===== config.mk =====
export PLATFORM = sky130hd
export DESIGN_NAME = phone_number_string_parser
export DESIGN_NICKNAME = d
export VERILOG_FILES = /design/src/rtl/core/pnsp_pkg.sv /design/src/rtl/core/phone_number_string_parser.sv
export SDC_FILE = /design/constraint.sdc
export NUM_CORES = 2
export LEC_CHECK = 0
export BUFFER_PORTS_ARGS = -buffer_cell sky130_fd_sc_hd__buf_2
export CORE_UTILIZATION = 45
export CTS_CLUSTER_DIAMETER = 30
export CTS_CLUSTER_SIZE = 12
export DETAILED_ROUTE_END_ITERATION = 16
export PLACE_DENSITY = 0.68
export SLEW_MARGIN = 20
export SYNTH_ARGS = -nofsm -noshare
export SYNTH_HDL_FRONTEND = slang
export SYNTH_SLANG_ARGS = --single-unit

===== constraint.sdc =====
create_clock -name clk_i -period 6.6 [get_ports clk_i]
set_input_delay 0.33 -clock clk_i [delete_from_list [all_inputs] [get_ports clk_i]]
set_output_delay 0.33 -clock clk_i [all_outputs]
set_load 0.005 [all_outputs]

===== src/rtl/core/pnsp_pkg.sv =====
// ----------------------------------------------------------------------------
// pnsp_pkg
// Types and constants for the phone number string parser.
// ----------------------------------------------------------------------------
`default_nettype none

package pnsp_pkg;

  localparam int unsigned NumW    = 50;
  localparam int unsigned CodeW   = 10;
  localparam int unsigned TypeW   = 3;
  localparam int unsigned CharW   = 8;
  localparam int unsigned CountW  = 5;
  localparam int unsigned TblDepth = 1024;

  localparam logic [CountW-1:0] CountMax = 5'd31;
  localparam logic [NumW-1:0]   CcMax    = 50'd999;

  localparam logic [CharW-1:0] ChPlus  = 8'd43;
  localparam logic [CharW-1:0] ChLeft  = 8'd40;
  localparam logic [CharW-1:0] ChRight = 8'd41;
  localparam logic [CharW-1:0] ChZero  = 8'd48;
  localparam logic [CharW-1:0] ChNine  = 8'd57;
  localparam logic [CharW-1:0] ChTab   = 8'd9;
  localparam logic [CharW-1:0] ChCr    = 8'd13;
  localparam logic [CharW-1:0] ChSpace = 8'd32;

  typedef enum logic {
    CMD_TABLE_WRITE = 1'b0,
    CMD_CHAR        = 1'b1
  } cmd_e;

  typedef enum logic [3:0] {
    ST_OK         = 4'd0,
    ST_SHORT      = 4'd1,
    ST_PREFIX     = 4'd2,
    ST_LONG       = 4'd3,
    ST_FORMAT     = 4'd4,
    ST_RANGE      = 4'd5,
    ST_INVALID    = 4'd6,
    ST_UNASSIGNED = 4'd7,
    ST_NOSUB      = 4'd8,
    ST_LENGTH     = 4'd9
  } status_e;

  typedef enum logic [TypeW-1:0] {
    CT_INVALID    = 3'd0,
    CT_GEOGRAPHIC = 3'd1,
    CT_GLOBAL_SVC = 3'd2,
    CT_NETWORK    = 3'd3,
    CT_GROUP      = 3'd4,
    CT_UNASSIGNED = 3'd5
  } code_type_e;

  typedef enum logic [2:0] {
    REG_MIN_LEN     = 3'd0,
    REG_MIN_GEO     = 3'd1,
    REG_MIN_GLOBAL  = 3'd2,
    REG_MIN_NETWORK = 3'd3,
    REG_MIN_GROUP   = 3'd4
  } reg_idx_e;

  function automatic logic is_digit(input logic [CharW-1:0] c);
    is_digit = (c >= ChZero) && (c <= ChNine);
  endfunction

  function automatic logic is_space(input logic [CharW-1:0] c);
    is_space = (c == ChSpace) || ((c >= ChTab) && (c <= ChCr));
  endfunction

endpackage

`default_nettype wire


===== src/rtl/core/phone_number_string_parser.sv =====
// ----------------------------------------------------------------------------
// phone_number_string_parser
// Parses a '+'-prefixed telephone number one character per beat, looks up
// the country code type in a 1024-entry table and reports number and status.
// ----------------------------------------------------------------------------
//  channel   dir  handshake          payload
//  s_axis    in   tvalid/tready      tdata: table_index, table_type, char_code
//                                    tuser: command, tlast: char_last
//  m_axis    out  tvalid/tready      tdata: number_value, country_code, status
//  apb       in   psel/penable       five threshold registers at 4*i
//
//  One input beat per cycle, table writes and characters alike, while s_axis
//  is not stalled. The type table is a synchronous RAM with a registered
//  read; the looked-up type is taken from the read register in the cycle
//  after the read. A result passes through the finish stage, which resolves
//  the table read and the length checks, and then the output register.
//  Reset clears the parse state and registers; the table is not cleared and
//  needs writing before use. s_axis stalls only while both the finish stage
//  and the output register are full.
// ----------------------------------------------------------------------------
`default_nettype none

module phone_number_string_parser #(
  parameter int unsigned MAX_DIGITS = 15
) (
  input  wire logic        clk_i,
  input  wire logic        rst_ni,

  input  wire logic        s_axis_tvalid_i,
  output      logic        s_axis_tready_o,
  // [9:0] table_index, [12:10] table_type, [20:13] char_code, [23:21] zero
  input  wire logic [23:0] s_axis_tdata_i,
  // [0] command
  input  wire logic        s_axis_tuser_i,
  input  wire logic        s_axis_tlast_i,

  output      logic        m_axis_tvalid_o,
  input  wire logic        m_axis_tready_i,
  // [49:0] number_value, [59:50] country_code, [63:60] status
  output      logic [63:0] m_axis_tdata_o,

  input  wire logic        psel_i,
  input  wire logic        penable_i,
  input  wire logic        pwrite_i,
  input  wire logic [4:0]  paddr_i,
  input  wire logic [31:0] pwdata_i,
  output      logic [31:0] prdata_o,
  output      logic        pready_o
);

  localparam int unsigned DcntW = $clog2(MAX_DIGITS + 1);

  // -------------------------------------------------------------------------
  // Configuration
  // -------------------------------------------------------------------------
  logic [4:0] min_len_q;
  logic [3:0] min_geo_q, min_global_q, min_network_q, min_group_q;
  logic       cfg_we;
  logic [2:0] cfg_idx;

  assign pready_o = 1'b1;
  assign cfg_we   = psel_i && penable_i && pwrite_i && pready_o;
  assign cfg_idx  = paddr_i[4:2];

  always_ff @(posedge clk_i or negedge rst_ni) begin
    if (!rst_ni) begin
      min_len_q     <= 5'd3;
      min_geo_q     <= 4'd1;
      min_global_q  <= 4'd1;
      min_network_q <= 4'd1;
      min_group_q   <= 4'd1;
    end else if (cfg_we) begin
      case (cfg_idx)
        pnsp_pkg::REG_MIN_LEN:     min_len_q     <= pwdata_i[4:0];
        pnsp_pkg::REG_MIN_GEO:     min_geo_q     <= pwdata_i[3:0];
        pnsp_pkg::REG_MIN_GLOBAL:  min_global_q  <= pwdata_i[3:0];
        pnsp_pkg::REG_MIN_NETWORK: min_network_q <= pwdata_i[3:0];
        pnsp_pkg::REG_MIN_GROUP:   min_group_q   <= pwdata_i[3:0];
        default: ;
      endcase
    end
  end

  always_comb begin
    case (cfg_idx)
      pnsp_pkg::REG_MIN_LEN:     prdata_o = {27'd0, min_len_q};
      pnsp_pkg::REG_MIN_GEO:     prdata_o = {28'd0, min_geo_q};
      pnsp_pkg::REG_MIN_GLOBAL:  prdata_o = {28'd0, min_global_q};
      pnsp_pkg::REG_MIN_NETWORK: prdata_o = {28'd0, min_network_q};
      pnsp_pkg::REG_MIN_GROUP:   prdata_o = {28'd0, min_group_q};
      default:                   prdata_o = 32'd0;
    endcase
  end

  // -------------------------------------------------------------------------
  // Input decode
  // -------------------------------------------------------------------------
  logic                         in_acc, char_acc, tw_acc, last_acc;
  logic [pnsp_pkg::CodeW-1:0]   tw_index;
  logic [pnsp_pkg::TypeW-1:0]   tw_type;
  logic [pnsp_pkg::CharW-1:0]   ch;

  assign in_acc   = s_axis_tvalid_i && s_axis_tready_o;
  assign char_acc = in_acc && (s_axis_tuser_i == pnsp_pkg::CMD_CHAR);
  assign tw_acc   = in_acc && (s_axis_tuser_i == pnsp_pkg::CMD_TABLE_WRITE);
  assign last_acc = char_acc && s_axis_tlast_i;
  assign tw_index = s_axis_tdata_i[9:0];
  assign tw_type  = s_axis_tdata_i[12:10];
  assign ch       = s_axis_tdata_i[20:13];

  // -------------------------------------------------------------------------
  // Type table
  // -------------------------------------------------------------------------
  logic [pnsp_pkg::TypeW-1:0] type_mem [pnsp_pkg::TblDepth];
  logic [pnsp_pkg::TypeW-1:0] rdata_q;
  logic                       rd_en;
  logic [pnsp_pkg::CodeW-1:0] rd_addr;

  always_ff @(posedge clk_i) begin
    if (tw_acc) begin
      type_mem[tw_index] <= tw_type;
    end
    if (rd_en) begin
      rdata_q <= type_mem[rd_addr];
    end
  end

  // -------------------------------------------------------------------------
  // Parse state
  // -------------------------------------------------------------------------
  logic [pnsp_pkg::NumW-1:0]   num_q, num_d, num_next;
  logic [pnsp_pkg::CodeW-1:0]  code_q, code_d;
  logic [DcntW-1:0]            dcnt_q, dcnt_d, cdcnt_q, cdcnt_d;
  logic [pnsp_pkg::TypeW-1:0]  ctype_q, ctype_d, type_now;
  logic                        pend_q, pend_d;
  logic [pnsp_pkg::CharW-1:0]  prev_q, prev_d;
  logic                        left_q, left_d, right_q, right_d;
  logic [pnsp_pkg::CountW-1:0] cnt_q, cnt_d;
  pnsp_pkg::status_e           ferr_q, ferr_d, pre_st;

  // A pending lookup's type sits in the read register until folded in.
  assign type_now = pend_q ? rdata_q : ctype_q;
  assign num_next = {num_q[pnsp_pkg::NumW-4:0], 3'b000}
                  + {num_q[pnsp_pkg::NumW-2:0], 1'b0}
                  + {{(pnsp_pkg::NumW-4){1'b0}}, ch[3:0]};
  assign rd_addr  = num_next[pnsp_pkg::CodeW-1:0];

  always_comb begin
    num_d   = num_q;
    code_d  = code_q;
    dcnt_d  = dcnt_q;
    cdcnt_d = cdcnt_q;
    ctype_d = type_now;
    pend_d  = 1'b0;
    prev_d  = prev_q;
    left_d  = left_q;
    right_d = right_q;
    cnt_d   = cnt_q;
    ferr_d  = ferr_q;
    rd_en   = 1'b0;
    pre_st  = pnsp_pkg::ST_OK;

    if (char_acc) begin
      cnt_d = (cnt_q == pnsp_pkg::CountMax) ? cnt_q : cnt_q + 1'b1;
      if (cnt_q == '0) begin
        if (ch != pnsp_pkg::ChPlus) begin
          ferr_d = pnsp_pkg::ST_PREFIX;
        end
      end else if (ferr_q == pnsp_pkg::ST_OK) begin
        if (pnsp_pkg::is_digit(ch)) begin
          if (dcnt_q >= DcntW'(MAX_DIGITS)) begin
            ferr_d = pnsp_pkg::ST_LONG;
          end else begin
            dcnt_d = dcnt_q + 1'b1;
            num_d  = num_next;
            if (type_now == pnsp_pkg::CT_INVALID) begin
              if (num_next > pnsp_pkg::CcMax) begin
                ferr_d = pnsp_pkg::ST_RANGE;
              end else begin
                code_d  = num_next[pnsp_pkg::CodeW-1:0];
                cdcnt_d = dcnt_q + 1'b1;
                rd_en   = 1'b1;
                pend_d  = 1'b1;
                prev_d  = ch;
              end
            end else begin
              prev_d = ch;
            end
          end
        end else if (ch == pnsp_pkg::ChLeft) begin
          // no body character yet leaves prev at zero
          if (left_q || (prev_q == '0)) begin
            ferr_d = pnsp_pkg::ST_FORMAT;
          end else begin
            left_d = 1'b1;
            prev_d = ch;
          end
        end else if (ch == pnsp_pkg::ChRight) begin
          if (!left_q || right_q || (prev_q == pnsp_pkg::ChLeft)) begin
            ferr_d = pnsp_pkg::ST_FORMAT;
          end else begin
            right_d = 1'b1;
            prev_d  = ch;
          end
        end else if (!pnsp_pkg::is_space(ch)) begin
          ferr_d = pnsp_pkg::ST_FORMAT;
        end else begin
          prev_d = ch;
        end
      end

      // checks that do not need the table
      if (cnt_d < min_len_q) begin
        pre_st = pnsp_pkg::ST_SHORT;
      end else if (ferr_d != pnsp_pkg::ST_OK) begin
        pre_st = ferr_d;
      end else if (!pnsp_pkg::is_digit(prev_d)) begin
        pre_st = pnsp_pkg::ST_FORMAT;
      end else if (left_d && !right_d) begin
        pre_st = pnsp_pkg::ST_FORMAT;
      end
    end
  end

  always_ff @(posedge clk_i or negedge rst_ni) begin
    if (!rst_ni) begin
      num_q   <= '0;
      code_q  <= '0;
      dcnt_q  <= '0;
      cdcnt_q <= '0;
      ctype_q <= pnsp_pkg::CT_INVALID;
      pend_q  <= 1'b0;
      prev_q  <= '0;
      left_q  <= 1'b0;
      right_q <= 1'b0;
      cnt_q   <= '0;
      ferr_q  <= pnsp_pkg::ST_OK;
    end else if (last_acc) begin
      num_q   <= '0;
      code_q  <= '0;
      dcnt_q  <= '0;
      cdcnt_q <= '0;
      ctype_q <= pnsp_pkg::CT_INVALID;
      pend_q  <= 1'b0;
      prev_q  <= '0;
      left_q  <= 1'b0;
      right_q <= 1'b0;
      cnt_q   <= '0;
      ferr_q  <= pnsp_pkg::ST_OK;
    end else begin
      num_q   <= num_d;
      code_q  <= code_d;
      dcnt_q  <= dcnt_d;
      cdcnt_q <= cdcnt_d;
      ctype_q <= ctype_d;
      pend_q  <= pend_d;
      prev_q  <= prev_d;
      left_q  <= left_d;
      right_q <= right_d;
      cnt_q   <= cnt_d;
      ferr_q  <= ferr_d;
    end
  end

  // -------------------------------------------------------------------------
  // Finish stage: resolves the last lookup and the subscriber length
  // -------------------------------------------------------------------------
  logic                       fin_valid_q, fin_pend_q, fin_adv;
  pnsp_pkg::status_e          fin_pre_q, fin_st;
  logic [pnsp_pkg::NumW-1:0]  fin_num_q;
  logic [pnsp_pkg::CodeW-1:0] fin_code_q;
  logic [DcntW-1:0]           fin_dcnt_q, fin_cdcnt_q, fin_sub;
  logic [pnsp_pkg::TypeW-1:0] fin_type_q, fin_type;
  logic [3:0]                 fin_need;

  logic       out_valid_q;
  logic [63:0] out_data_q;

  assign fin_adv         = fin_valid_q && (!out_valid_q || m_axis_tready_i);
  assign s_axis_tready_o = !fin_valid_q || fin_adv;

  assign fin_type = fin_pend_q ? rdata_q : fin_type_q;
  assign fin_sub  = fin_dcnt_q - fin_cdcnt_q;

  always_comb begin
    case (fin_type)
      pnsp_pkg::CT_GEOGRAPHIC: fin_need = min_geo_q;
      pnsp_pkg::CT_GLOBAL_SVC: fin_need = min_global_q;
      pnsp_pkg::CT_NETWORK:    fin_need = min_network_q;
      default:                 fin_need = min_group_q;
    endcase

    if (fin_pre_q != pnsp_pkg::ST_OK) begin
      fin_st = fin_pre_q;
    end else if (fin_type == pnsp_pkg::CT_INVALID) begin
      fin_st = pnsp_pkg::ST_INVALID;
    end else if (fin_type >= pnsp_pkg::CT_UNASSIGNED) begin
      fin_st = pnsp_pkg::ST_UNASSIGNED;
    end else if (fin_dcnt_q <= fin_cdcnt_q) begin
      fin_st = pnsp_pkg::ST_NOSUB;
    end else if (5'(fin_sub) < 5'(fin_need)) begin
      fin_st = pnsp_pkg::ST_LENGTH;
    end else begin
      fin_st = pnsp_pkg::ST_OK;
    end
  end

  always_ff @(posedge clk_i or negedge rst_ni) begin
    if (!rst_ni) begin
      fin_valid_q <= 1'b0;
      fin_pend_q  <= 1'b0;
    end else begin
      if (last_acc) begin
        fin_valid_q <= 1'b1;
        fin_pend_q  <= rd_en;
      end else begin
        if (fin_adv) begin
          fin_valid_q <= 1'b0;
        end
        fin_pend_q <= 1'b0;
      end
    end
  end

  always_ff @(posedge clk_i) begin
    if (last_acc) begin
      fin_pre_q   <= pre_st;
      fin_num_q   <= num_d;
      fin_code_q  <= code_d;
      fin_dcnt_q  <= dcnt_d;
      fin_cdcnt_q <= cdcnt_d;
      fin_type_q  <= type_now;
    end else if (fin_pend_q) begin
      fin_type_q  <= rdata_q;
    end
  end

  // -------------------------------------------------------------------------
  // Output register
  // -------------------------------------------------------------------------
  always_ff @(posedge clk_i or negedge rst_ni) begin
    if (!rst_ni) begin
      out_valid_q <= 1'b0;
    end else if (fin_adv) begin
      out_valid_q <= 1'b1;
    end else if (m_axis_tready_i) begin
      out_valid_q <= 1'b0;
    end
  end

  always_ff @(posedge clk_i) begin
    if (fin_adv) begin
      if (fin_st == pnsp_pkg::ST_OK) begin
        out_data_q <= {fin_st, fin_code_q, fin_num_q};
      end else begin
        out_data_q <= {fin_st, {(pnsp_pkg::CodeW + pnsp_pkg::NumW){1'b0}}};
      end
    end
  end

  assign m_axis_tvalid_o = out_valid_q;
  assign m_axis_tdata_o  = out_data_q;

  // -------------------------------------------------------------------------
  // Assertions
  // -------------------------------------------------------------------------
  a_pend_after_read: assert property (@(posedge clk_i) disable iff (!rst_ni)
    (pend_q || fin_pend_q) |-> $past(rd_en))
    else $error("lookup pending without a table read");

  a_one_pending: assert property (@(posedge clk_i) disable iff (!rst_ni)
    !(pend_q && fin_pend_q))
    else $error("two table lookups outstanding");

  a_no_rw_clash: assert property (@(posedge clk_i) disable iff (!rst_ni)
    !(rd_en && tw_acc))
    else $error("table read and write in one cycle");

  a_stall_full: assert property (@(posedge clk_i) disable iff (!rst_ni)
    !s_axis_tready_o |-> (fin_valid_q && out_valid_q))
    else $error("input stalled with room downstream");

  a_last_to_fin: assert property (@(posedge clk_i) disable iff (!rst_ni)
    last_acc |=> fin_valid_q)
    else $error("last character did not reach the finish stage");

endmodule

`default_nettype wire


# Word level (Yosys, flattened, before mapping)
# Memories as Yosys holds them, arrays and structs flattened. A register that Yosys moved wholly into a read port is not among the register bits.
# Index checks and enable logic that the tools add are counted.
[op_classes]
n_addsub = 5
n_lt_le_gt_ge = 12
eq_ne = 13
n_mux = 107
bitwise_logic = 2
reduce_logical = 39
[ops]
columns = ["operator", "n"]
rows = [
  ["50-bit two-way mux", 6],
  ["4-bit two-way mux", 35],
  ["8-bit two-way mux", 14],
  ["10-bit two-way mux", 8],
  ["50-bit by 4-bit adder with 50-bit output", 1],
  ["50-bit adder", 1],
  ["50-bit by 10-bit > comparator with 1-bit output (second input constant)", 1],
  ["1-bit two-way mux", 33],
  ["8-bit by 6-bit equality test with 1-bit output (second input constant)", 4],
  ["5-bit case mux with 5 select lines", 1],
  ["3-bit two-way mux", 6],
  ["8-bit by 6-bit greater-or-equal comparator with 1-bit output (second input constant)", 2],
  ["8-bit by 6-bit less-or-equal comparator with 1-bit output (second input constant)", 2],
  ["5-bit two-way mux", 3],
  ["3-bit by 2-bit equality test with 1-bit output (second input constant)", 4],
  ["4-bit case mux with 3 select lines", 1],
  ["1-bit logical AND", 11],
  ["2-bit AND reduction", 5],
  ["3-bit logical NOT", 3],
  ["8-bit by 4-bit greater-or-equal comparator with 1-bit output (second input constant)", 1],
  ["8-bit by 4-bit less-or-equal comparator with 1-bit output (second input constant)", 1],
  ["4-bit logical NOT", 2],
  ["8-bit logical NOT", 1],
  ["8-bit by 6-bit inequality test with 1-bit output (second input constant)", 1],
  ["other kinds (18)", 31],
]
[totals]
ff_bits = 254
ram_bits = 3072
inputBits = 70
out_inout_bits = 99
wordCells = 207
n_memories = 1
[memory_table]
columns = ["name", "depth", "word_bits", "rd", "rd_clocked_by_memory_dff", "write_ports", "line", "source"]
rows = [
  ["type_mem", 1024, 3, 1, 1, 1, "phone_number_string_parser.sv:114", "logic [pnsp_pkg::TypeW-1:0] type_mem [pnsp_pkg::TblDepth];"],
]

# Longest topological paths before layout
[depth]
depth_word = 16
mapped_depth = 19
depth_no_buf = 17

# Worst setup path before layout
# OpenSTA, ideal clock, no wires.
[synth_timing]
kind = "register to register"
start = "reg num_q[0] in the netlist's numbering"
end = "reg rdata_q[2] in the netlist's numbering, read port of type_mem, data pin"
setup_ns = 0.274
arrival_time_ns = 4.439
required_ns = 6.326
slack_ns = 1.887
path_stages_with_launch = 14
n_path_buf = 4
path_cell_list = "dfrtp_1 -> fa_1 -> inv_1 -> fa_1 -> inv_2 -> buf_2 -> buf_2 -> clkbuf_1 -> buf_1 -> mux4_2 -> a2111oi_0 -> o311ai_0 -> o311ai_0 -> o21ai_0"
[synth_via]
elab_chain_cells = 10
[synth_rtl]
columns = ["item", "line", "source"]
rows = [
  ["start, declared", "phone_number_string_parser.sv:131", "logic [pnsp_pkg::NumW-1:0] num_q, num_d, num_next;"],
  ["start signal, assigned", "phone_number_string_parser.sv:251", "num_q <= num_d;"],
  ["50-bit adder (*)", "phone_number_string_parser.sv:144", "+ {num_q[pnsp_pkg::NumW-2:0], 1'b0}"],
  ["50-bit by 4-bit adder with 50-bit output (*)", "phone_number_string_parser.sv:145", "+ {{(pnsp_pkg::NumW-4){1'b0}}, ch[3:0]};"],
  ["50-bit by 10-bit > comparator with 1-bit output", "phone_number_string_parser.sv:177", "if (num_next > pnsp_pkg::CcMax) begin"],
  ["1-bit two-way mux", "phone_number_string_parser.sv:177", ""],
  ["1-bit two-way mux", "phone_number_string_parser.sv:176", "if (type_now == pnsp_pkg::CT_INVALID) begin"],
  ["1-bit two-way mux", "phone_number_string_parser.sv:171", "if (dcnt_q >= DcntW'(MAX_DIGITS)) begin"],
  ["1-bit two-way mux", "phone_number_string_parser.sv:170", "if (pnsp_pkg::is_digit(ch)) begin"],
  ["1-bit two-way mux", "phone_number_string_parser.sv:169", "end else if (ferr_q == pnsp_pkg::ST_OK) begin"],
  ["1-bit two-way mux", "phone_number_string_parser.sv:165", "if (cnt_q == '0) begin"],
  ["1-bit two-way mux", "phone_number_string_parser.sv:163", "if (char_acc) begin"],
  ["end, declared", "phone_number_string_parser.sv:115", "logic [pnsp_pkg::TypeW-1:0] rdata_q;"],
]
# Every way passes the cells marked *; elsewhere a longest branch is shown, timed or not.
# A chain may end at the register's enable or synchronous reset.

# Worst setup path in the final report
[layout_timing]
start = "reg num_q[0] in the netlist's numbering"
end = "reg code_q[9] in the netlist's numbering"
[layout_via]
elab_chain_cells = 11
[layout_rtl]
columns = ["item", "line", "source"]
rows = [
  ["50-bit adder (*)", "phone_number_string_parser.sv:144", ""],
  ["50-bit by 4-bit adder with 50-bit output (*)", "phone_number_string_parser.sv:145", ""],
  ["50-bit by 10-bit > comparator with 1-bit output", "phone_number_string_parser.sv:177", ""],
  ["10-bit two-way mux (*)", "phone_number_string_parser.sv:177", ""],
  ["10-bit two-way mux (*)", "phone_number_string_parser.sv:176", ""],
  ["10-bit two-way mux (*)", "phone_number_string_parser.sv:171", ""],
  ["10-bit two-way mux (*)", "phone_number_string_parser.sv:170", ""],
  ["10-bit two-way mux (*)", "phone_number_string_parser.sv:169", ""],
  ["10-bit two-way mux (*)", "phone_number_string_parser.sv:165", ""],
  ["10-bit two-way mux (*)", "phone_number_string_parser.sv:163", ""],
  ["net code_d (one bit)", "phone_number_string_parser.sv:132", "logic [pnsp_pkg::CodeW-1:0] code_q, code_d;"],
  ["10-bit two-way mux (*)", "phone_number_string_parser.sv:238", "end else if (last_acc) begin"],
  ["end signal, assigned", "phone_number_string_parser.sv:252", "code_q <= code_d;"],
  ["end, declared", "phone_number_string_parser.sv:132", ""],
]
# Mark *: on every way through the listed nets, which the timed path passes. The rest lies on a longest branch.

==> out/qor.yml <==
outcome: "completed"
fmax_mhz: 176
clockBufferDepth: 4
synthArstFlopShare: 0.0345
worstPathArrival_ps: 6520
drive_above_1_share: 0.283
die_area_mm2: 0.305
synth_edf_count: 3211
clkLatencyLatePin_ps: 990
synth_cells: 7286
total_power_mw: 55.8
placementRows: 201
yosysMostFrequentCell: "edfxtp_1"
dieHeight_um: 552
worst_slew_pin_slew_ps: 1190
yosysSeqAreaShare: 0.729
grt_max_degree: 230
yosysUniqueCellTypes: 90
synth.top_cell.area_share: 0.707
setup_viol: 0
initial_core_util: 0.454
grt_pass1_vias: 74400
worstPathRequired_ps: 7430
drtPass1Iterations: 6
peakVddDrop_uv: 337
synthesis.area_mm2: 0.136
grt.overflow.total: 0
grt_usage: 0.225
slew_headroom: 0.205
start_kind: "flop"
area_delta_synth_final_pct: 18.9
dp_hpwl_mm: 196
crit_path_max_fanout: 10
hold_class: "primary input to flop"
port_buffers: 108
synth_seq_cells: 3329
rsz0062_at_grt: "false"
ys_warn_count: 0
min_from: "s_axis_tdata_i[20]"
synth_common_cells: "edfxtp_1 (3211), nor2_1 (1102), mux4_2 (955)"
crit_start: "num_q[0]$_DFF_PN0_"
cts_buffers: 584
wl_mm: 345
power.leakage_nw: 53.1
synth-main-ff-cell: "edfxtp_1"
final_antenna_net_count: 0
core_area_mm2: 0.301
drtIter0Drc: 8082
yosys-top-cells-area: "edfxtp_1 (71%), mux4_2 (16%), nor2_1 (3.0%)"
finClkSkew_ps: 49.4
grt_first_pass_wirelength_mm: 506
clkSlewWorstSetupHoldPaths_ps: 50
via_count: 72000
setup_tns_ps: 0
nets: 7872
slew_viol_final: 0
avgSynthCellArea_um2: 18.7
clock_sinks: 3329
wire_per_inst_um: 28.5
io_pins: 169
yosysTopAreaCell: "edfxtp_1"
htree_levels: 6
via_per_inst: 5.94
criticalPathCategory: "flop to flop"
place_congestion: 0.879
fillCellCount: 22300
worst_setup_path_end_kind: "flop"
r2r-start: "num_q[0]$_DFF_PN0_"
antenna_found_initial: 25
die_w_um: 552
register_area_mm2: 0.0994
tritoncts: "yes"
powerDensity_mw_per_mm2: 344
multi_input_area_mm2: 0.0353
drv_cap: 0
cts_root_buf: "clkbuf_16"
hold_viol: 0
cts_setup_buffers: 0
finalCritPeriodShare: 0.861
period_minus_slack_ps: 5680
drc: 0
==> worst max-delay path: stages (launching register included) <==
cell and delay (ps):
dfrtp_1 430, fa_1 560, inv_1 60, fa_1 510, nor2b_1 200, o2111ai_1 230
a21oi_2 460, o21a_1 270, nor2_1 80, xnor2_1 160, or4_1 510, nor4_1 420
and4_1 390, and3_1 270, and3_1 240, buf_4 250, mux2_1 350, and2_1 170
==> report_power, final <==
group	switching, mW	internal, mW	total (mW)
registers	0.0498	23.3	23.3
clock network	10.5	19.4	29.9
logic	1.51	1.04	2.54
total	12.0	43.8	55.8
==> worst paths after layout <==
check / endpoint / slack (ps) / depth (start not counted)
worst max-delay path: code_q[9]$_DFF_PN0_ / 920 / 17
max in group asynchronous: num_q[18]$_DFF_PN0_ / 5080 / 4
worst min-delay path: left_q$_DFFE_PN0P_ / 90 / 7
min in group asynchronous: code_q[9]$_DFF_PN0_ / 380 / 3
worst min register to register: prev_q[6]$_DFFE_PN0P_ / 500 / 1
worst max register to register: code_q[9]$_DFF_PN0_ / 920 / 17
==> stage by stage <==
stage,util,setup WS [ps],hold slack (ps),area (µm²),std cells
global placement,0.472,766,457,142000,11000
CTS,0.539,926,23.4,162000,12100
detailed placement,0.473,841,464,142000,11000
global route,0.539,698,113,162000,12100
floorplan,-,1890,34.4,136000,7312
finish,0.539,915,93.5,162000,12100
==> metal layers <==
| layer | global-route usage | vias up | wire length [µm] |
|---|---|---|---|
| li1 | - | 30100 | - |
| met1 | 0.291 | 37700 | 130000 |
| met2 | 0.374 | 3572 | 172000 |
| met3 | 0.0528 | 639 | 31600 |
| met4 | 0.0761 | 12 | 10600 |
| met5 | 0 | - | 70 |
==> sequential cells by signal, indices dropped and copies added, names as in the netlist, 4 cells and up <==
name / count
fin_cdcnt_q: 4
prev_q: 8
fin_dcnt_q: 4
min_geo_q: 4
cnt_q: 5
fin_code_q: 10
m_axis_tdata_o: 64
cdcnt_q: 4
min_len_q: 5
dcnt_q: 4
min_global_q: 4
min_group_q: 4
code_q: 10
num_q: 50
min_network_q: 4
type_mem: 3072
fin_pre_q: 4
fin_num_q: 50
ferr_q: 4
==> cells by family after synthesis <==
logic type,share of synthesized area
AND/OR/NAND/NOR,0.0524
XOR/XNOR,0.00353
multiplexers,0.167
buffers and inverters,0.0170
flip-flops,0.729
adder cells (fa/ha/maj),0.0103
other,0.0000551
AO/OA/AOI/OAI,0.0212
==> layout make-up <==
cell class                 count  share of cell area
sequential                  3329               0.613
multi-input combinational   3422               0.217
clock buffer                 653              0.0934
tap                         3958              0.0306
clock inverter               392              0.0281
timing repair buffer         317              0.0165
inverter                      37            0.000919
antenna                        4           0.0000618
==> layout by cell type, fill, tap and decap left out, drive strengths merged, types with 12 or more instances in the layout <==
| cell type | instances |
|---|---|
| o221ai | 30 |
| bufinv | 70 |
| a21o | 22 |
| dfrtp | 109 |
| buf | 286 |
| nand3 | 28 |
| clkbuf | 653 |
| o21ai | 102 |
| o22ai | 15 |
| xnor2 | 32 |
| mux2i | 78 |
| a211oi | 16 |
| a21boi | 12 |
| nor3 | 36 |
| conb | 28 |
| nand4 | 20 |
| and3 | 14 |
| or3 | 15 |
| xor2 | 23 |
| nand2 | 315 |
| ha | 108 |
| edfxtp | 3211 |
| a31oi | 18 |
| dlygate4sd3 | 31 |
| clkinv | 187 |
| a21oi | 131 |
| and2 | 110 |
| nand2b | 14 |
| nor2b | 14 |
| nor2 | 1103 |
| o211ai | 14 |
| o21a | 21 |
| clkinvlp | 58 |
| inv | 114 |
| mux2 | 39 |
| mux4 | 955 |
==> timing repair <==
| item | CTS | global route |
|---|---|---|
| hold endpoints to repair | 296 | 0 |
| resized for setup | 0 | 0 |
| hold buffers | 32 | 0 |
| setup endpoints to repair | 0 | 0 |
Power figures use the tool's default switching activity.
